<file path="src/sv/dap_pkg.sv">
`timescale 1ns / 1ps
package dap_pkg;
  localparam int IN_WIDTH_DEF   = 16;
  localparam int STAGES_DEF     = 16;
  localparam int TAB_LEN        = 24;
  localparam int W              = 48;
  localparam int AW             = 32;
  localparam logic signed [AW-1:0] ANG_HALF    = 32'sd11796480;
  localparam logic signed [AW-1:0] ANG_QUARTER = 32'sd5898240;
  localparam logic signed [W-1:0]  INV_GAIN    = 48'sd10188014;
  localparam int OUT_MAX = 11520;

  function automatic logic signed [AW-1:0] atan_tab(input logic [4:0] i);
    logic signed [AW-1:0] v;
    case (i)
      5'd0: v = 32'sd2949120;   5'd1: v = 32'sd1740967; 5'd2: v = 32'sd919879;
      5'd3: v = 32'sd466945;    5'd4: v = 32'sd234379;  5'd5: v = 32'sd117304;
      5'd6: v = 32'sd58666;     5'd7: v = 32'sd29335;   5'd8: v = 32'sd14668;
      5'd9: v = 32'sd7334;      5'd10: v = 32'sd3667;   5'd11: v = 32'sd1833;
      5'd12: v = 32'sd917;      5'd13: v = 32'sd458;    5'd14: v = 32'sd229;
      5'd15: v = 32'sd115;      5'd16: v = 32'sd57;     5'd17: v = 32'sd29;
      5'd18: v = 32'sd14;       5'd19: v = 32'sd7;      5'd20: v = 32'sd4;
      5'd21: v = 32'sd2;        5'd22: v = 32'sd1;      default: v = '0;
    endcase
    return v;
  endfunction

  typedef struct packed {
    logic                 vld;
    logic                 inv;
    logic                 onz;
    logic                 nzneg;
    logic                 neg;
    logic signed [W-1:0]  x;
    logic signed [W-1:0]  y;
    logic signed [AW-1:0] z;
    logic signed [W-1:0]  nz;
    logic signed [AW-1:0] phi;
    logic signed [AW-1:0] theta;
  } item_t;
endpackage

</file>
<file path="src/sv/dap_gain_mul.sv">
`timescale 1ns / 1ps
// Registered multiply by the inverse CORDIC gain, split in two partial products.
module dap_gain_mul (
  input  logic                         clk,
  input  logic signed [dap_pkg::W-1:0] a,
  output logic signed [dap_pkg::W+24:0] p
);
  logic signed [dap_pkg::W+24:0] lo_r, hi_r, p_r;
  // Stage one: low 24 bits and high part of a
  always_ff @(posedge clk) begin
    lo_r <= (dap_pkg::W+25)'($signed({1'b0, a[23:0]}) * dap_pkg::INV_GAIN);
    hi_r <= (dap_pkg::W+25)'($signed(a[dap_pkg::W-1:24]) * dap_pkg::INV_GAIN);
  end
  // Stage two: combine
  always_ff @(posedge clk) p_r <= lo_r + (hi_r <<< 24);
  assign p = p_r;
endmodule

</file>
<file path="config.mk">
export PLATFORM = sky130hd
export DESIGN_NAME = dap_gain_mul
export DESIGN_NICKNAME = d
export VERILOG_FILES = /design/src/sv/dap_pkg.sv /design/src/sv/dap_gain_mul.sv
export SDC_FILE = /design/constraint.sdc
export NUM_CORES = 2
export LEC_CHECK = 0
export ABC_AREA = 1
export ABC_CLOCK_PERIOD_IN_PS = 6500
export BUFFER_PORTS_ARGS = -buffer_cell sky130_fd_sc_hd__buf_2
export CAP_MARGIN = 20
export CORE_MARGIN = 3
export CORE_UTILIZATION = 25
export DETAILED_ROUTE_END_ITERATION = 16
export PLACE_DENSITY = 0.36
export SKIP_CTS_REPAIR_TIMING = 1
export SYNTH_ARGS = -nofsm -noshare
export SYNTH_HDL_FRONTEND = slang
export SYNTH_SLANG_ARGS = --single-unit
export TNS_END_PERCENT = 50
</file>
<file path="constraint.sdc">
create_clock -name clk -period 6.5 [get_ports clk]
set_input_delay 0.325 -clock clk [delete_from_list [all_inputs] [get_ports clk]]
set_output_delay 0.325 -clock clk [all_outputs]
set_load 0.1 [all_outputs]
</file>
# Word-level counts from Yosys, hierarchy flattened
# Cells that the tools add are included.
# Widths: inputs -> output; s select.
# word_totals
in_bits	49
n_memories	0
word_cells	6
romBits	0
ram_bits	0
latch_bits	0
regBits	193
# op_classes
n_mux	0
n_bitwise	0
n_addsub	1
n_reduce_logical	0
eq_ne	0
n_div	0
n_mul	2
n_shift	0
magnitude_cmp	0
# ops
op	n
$add 73x73->73	1
$mul 24x24->48 const B	1
$mul 24x23->47 const B	1

# Depth between registers and ports, before layout
# logic_depth
ltp_word	1
depth_mapped	26
depth_no_buf	26

# Least setup slack after synthesis
# OpenSTA, ideal clock, no wires.
# synth_timing
kind	input port to flip-flop
start	input a[9] (netlist name)
end	register lo_r[44] (netlist name)
setup_time_ns	0.112
arrival_ns	5.062
stages	21
required_ns	6.388
path_buffers	0
slack_ns	1.326
path_cell_list	inv_1 -> fa_1 -> fa_1 -> fa_1 -> inv_1 -> fa_1 -> fa_1 -> fa_1 -> inv_1 -> fa_1 -> inv_1 -> ha_1 -> nand2_1 -> nor2_1 -> nand2_1 -> nor2_1 -> nand2_1 -> nand3_2 -> nand2_1 -> nand3_1 -> nand2_1
# synth_between
elab_chain_cells	1
# synth_lines
element	line_no	source
start, declared	dap_gain_mul.sv:5	input logic signed [dap_pkg::W-1:0] a,
$mul 24x23->47	dap_gain_mul.sv:11	lo_r <= (dap_pkg::W+25)'($signed({1'b0, a[23:0]}) * dap_pkg::INV_GAIN);
end signal, assigned	dap_gain_mul.sv:11	
end, declared	dap_gain_mul.sv:8	logic signed [dap_pkg::W+24:0] lo_r, hi_r, p_r;
# No other way between the ends.

# Worst setup path after layout
# layout_timing
start	input a[13] (netlist name)
end	register lo_r[44] (netlist name)
# Same word-level chain as after synthesis.

==> run metrics <==
run status finished, final reports clean; Sum Neg Setup Slack 0 ns; total number of vias ~24,000; hold crit path type primary input to flip-flop; critical path's top delay family adder cells; worst stage delay on the critical path 0.61 ns; final count of hold timing violations 0; number of maximum-capacitance constraint violations 0; number of DRC violations after detailed routing 0; final weighted congestion of routability-driven global placement 0.879; number of top-level design ports 122; detailed-route wire length per cell between 15 and 20 microns; height of the chip 371 microns; via count of the first global-routing pass approximately 26,000; startpoint of the worst-slack reg-to-reg timing path lo_r[25]$_DFF_P_; antenna fix cells 0; number of antenna violations at the first check in global routing 1; H-tree depth 4; drt initial violations about 1,200; clock tree sinks 167; fraction of final layout cells sized beyond drive strength 1 0.0631; number of flops mapped to enable cells by yosys 0; Clock Skew between 0.015 and 0.02 ns; post-synthesis instance area between 0.03 and 0.04 sq mm; path type of the worst setup path primary input to flip-flop; launch point of the worst hold path a[0]; Synth area leader fa_1; Synth Net Count ~5,300; DIE AREA roughly 0.14 sq mm; clock tree root buffer cell clkbuf_16; Yosys Warn Count 0; latest clock arrival within the worst-skew pair around 0.47 ns; number of instances in the synthesized netlist between 4,000 and 5,000; number of buffers added by the clock tree synthesis step 17; CTS max path bufs 2; Worst Setup Start Kind primary input; post-route fraction of the period consumed by the critical path 0.897; cell types with the highest counts after synthesis inv_1, nand2_1, fa_1, ha_1, nor2_1; starting utilization of the core area 0.252; layout overhead on the synthesized area 11.2%; via count normalized by instance count between 4 and 5; largest fanout on the critical path 8; floorplan die width 371 microns; first-pass GRT wire length roughly 170 mm; endpoint type of the worst setup path flip-flop; worst hold margin 0.171 ns; Clk pin slew, worst setup/hold paths roughly 0.090 ns; TritonCTS clock tree built; final critical-path required period 5.83 ns; ys flop type dfxtp_1; Nets about 5,500; WP data arrival between 6 and 7 ns; DRT Pass-1 Iters 5; register area share after synthesis 0.101; Worst Path Required ~6.9 ns; post-route antenna net violation count 0; global-route congestion overflow total 0; final HPWL from detailed placement between 100 and 150 mm; cell repeated most along the worst path fa_1; number of cells on the worst hold path 1; critical path's slowest cell fa_1; Crit Reg-Reg Endpoint p[37]$_DFF_P_; core region area between 0.1 and 0.15 sq mm; Slew Limit Fails 0; relative slew slack 0.492; Worst Reg2Reg Path Length in Cells 9; post-synthesis sequential element count 167; filler cell count around 15,000; total routing resource utilization after global routing 0.165; number of failing setup endpoints in the final timing report 0; setup repair after global routing missed its margin no; synth unique cells 38; IO buf count 120; Bufs and invs on worst path 5; Synth area leaders fa_1, ha_1, inv_1, nand2_1, dfxtp_1; number of placement rows around 130; measured slew at the worst slew-check pin roughly 0.76 ns; achievable clock frequency approximately 170 MHz; async set-reset flop share out of synthesis 0; leading cell type by number of instances after synthesis inv_1; average footprint of a synthesized cell approximately 8.0 sq um; fraction of synthesized cell area taken by the top area cell type 0.349; series of cell instances along the critical path buf_2, inv_1, fa_1, fa_1, fa_1, inv_1, fa_1, fa_1, fa_1, inv_1, fa_1, inv_1, ha_1, nand2_1, nor2_1, nand2_1, nor2_1, nand2_1, nand3_2, nand2_1, nand3_1, nand2_1; Hold Crit Endpoint lo_r[1]$_DFF_P_; Total Routed Length about 110 mm; slack of the worst reg-to-reg path 3.62 ns; maximum number of pins on one net before global-route repair 33
## cells in the final DEF, fill, tap and decap left out, types with 2 or more instances in the layout
| cell | count |
|---|---|
| nand2b_1 | 2 |
| nand2_2 | 12 |
| clkinv_8 | 2 |
| inv_2 | 11 |
| and2_1 | 3 |
| a21oi_1 | 70 |
| buf_2 | 120 |
| inv_1 | 1316 |
| nor2_2 | 20 |
| xor2_1 | 74 |
| nand2_1 | 943 |
| a21o_1 | 3 |
| ha_1 | 499 |
| nor2_1 | 200 |
| nand4_1 | 23 |
| nor2_4 | 4 |
| xnor2_1 | 16 |
| nor3_2 | 4 |
| dfxtp_1 | 167 |
| nand3_1 | 113 |
| o21ai_0 | 8 |
| inv_8 | 6 |
| or2_2 | 6 |
| fa_1 | 579 |
| nand3_2 | 15 |
| inv_6 | 2 |
| clkbuf_16 | 17 |
| a21boi_1 | 2 |
| nand3b_1 | 7 |
| clkinvlp_4 | 2 |
| nor3_1 | 16 |
| o21bai_1 | 13 |
| buf_4 | 46 |
| a31oi_1 | 8 |
| clkinv_4 | 2 |
## final cells by class
cell class	instances	area, sq um	share of cell area
multi-input cells	2648	24900	0.674
inverters	1328	4980	0.135
flip-flops and latches	167	3340	0.0905
well taps	1755	2200	0.0594
repair buffers	166	946	0.0256
clock buffers	17	425	0.0115
clock inverters	15	155	0.00420
## flip-flops by register name (all words and copies together), names as in the netlist
name and count:
hi_r 48, p 72, lo_r 47
## metrics by stage
| step | util | worst slack, ns | area, sq um | instances |
|---|---|---|---|---|
| 3_3_place_gp | 0.276 | 0.177 | 36400 | 6064 |
| 4_1_cts | 0.280 | 0.709 | 37000 | 6096 |
| 2_1_floorplan | - | 1.33 | 33200 | 4145 |
| 5_1_grt | 0.280 | 0.386 | 37000 | 6096 |
| 6_report | 0.280 | 0.667 | 37000 | 6096 |
| 3_5_place_dp | 0.276 | 0.210 | 36400 | 6064 |
## worst max-delay path by stage
stage / startpoint / to / slack (ns) / cells after the start
after floorplan: a[9] / lo_r[44]$_DFF_P_ / 1.33 / 21
after global placement: a[12] / lo_r[44]$_DFF_P_ / 0.18 / 22
after detailed placement: a[14] / lo_r[44]$_DFF_P_ / 0.21 / 22
after CTS: a[14] / lo_r[44]$_DFF_P_ / 0.71 / 22
after global routing: a[13] / lo_r[44]$_DFF_P_ / 0.39 / 22
final: a[13] / lo_r[44]$_DFF_P_ / 0.67 / 22
## kinds of logic after synthesis
| logic type | Yosys count | share of synthesized area |
|---|---|---|
| simple gates | 1372 | 0.171 |
| buf+inv | 1330 | 0.150 |
| fa+ha+maj | 1078 | 0.536 |
| flops | 167 | 0.101 |
| compound gates | 107 | 0.0182 |
| xor+xnor | 90 | 0.0237 |
| other cells | 1 | 0.000113 |
## layer usage
| layer | up-vias | global-route usage | wire length (microns) |
|---|---|---|---|
| li1 | 12300 | - | - |
| met2 | 338 | 0.258 | 48600 |
| met3 | 21 | 0.0231 | 4260 |
| met4 | 0 | 0.0138 | 564 |
| met5 | - | 0 | 0 |
| met1 | 11800 | 0.248 | 56700 |
Power is not shown: default switching activity piles up to over one toggle a cycle in this logic, so the estimate is an artifact.
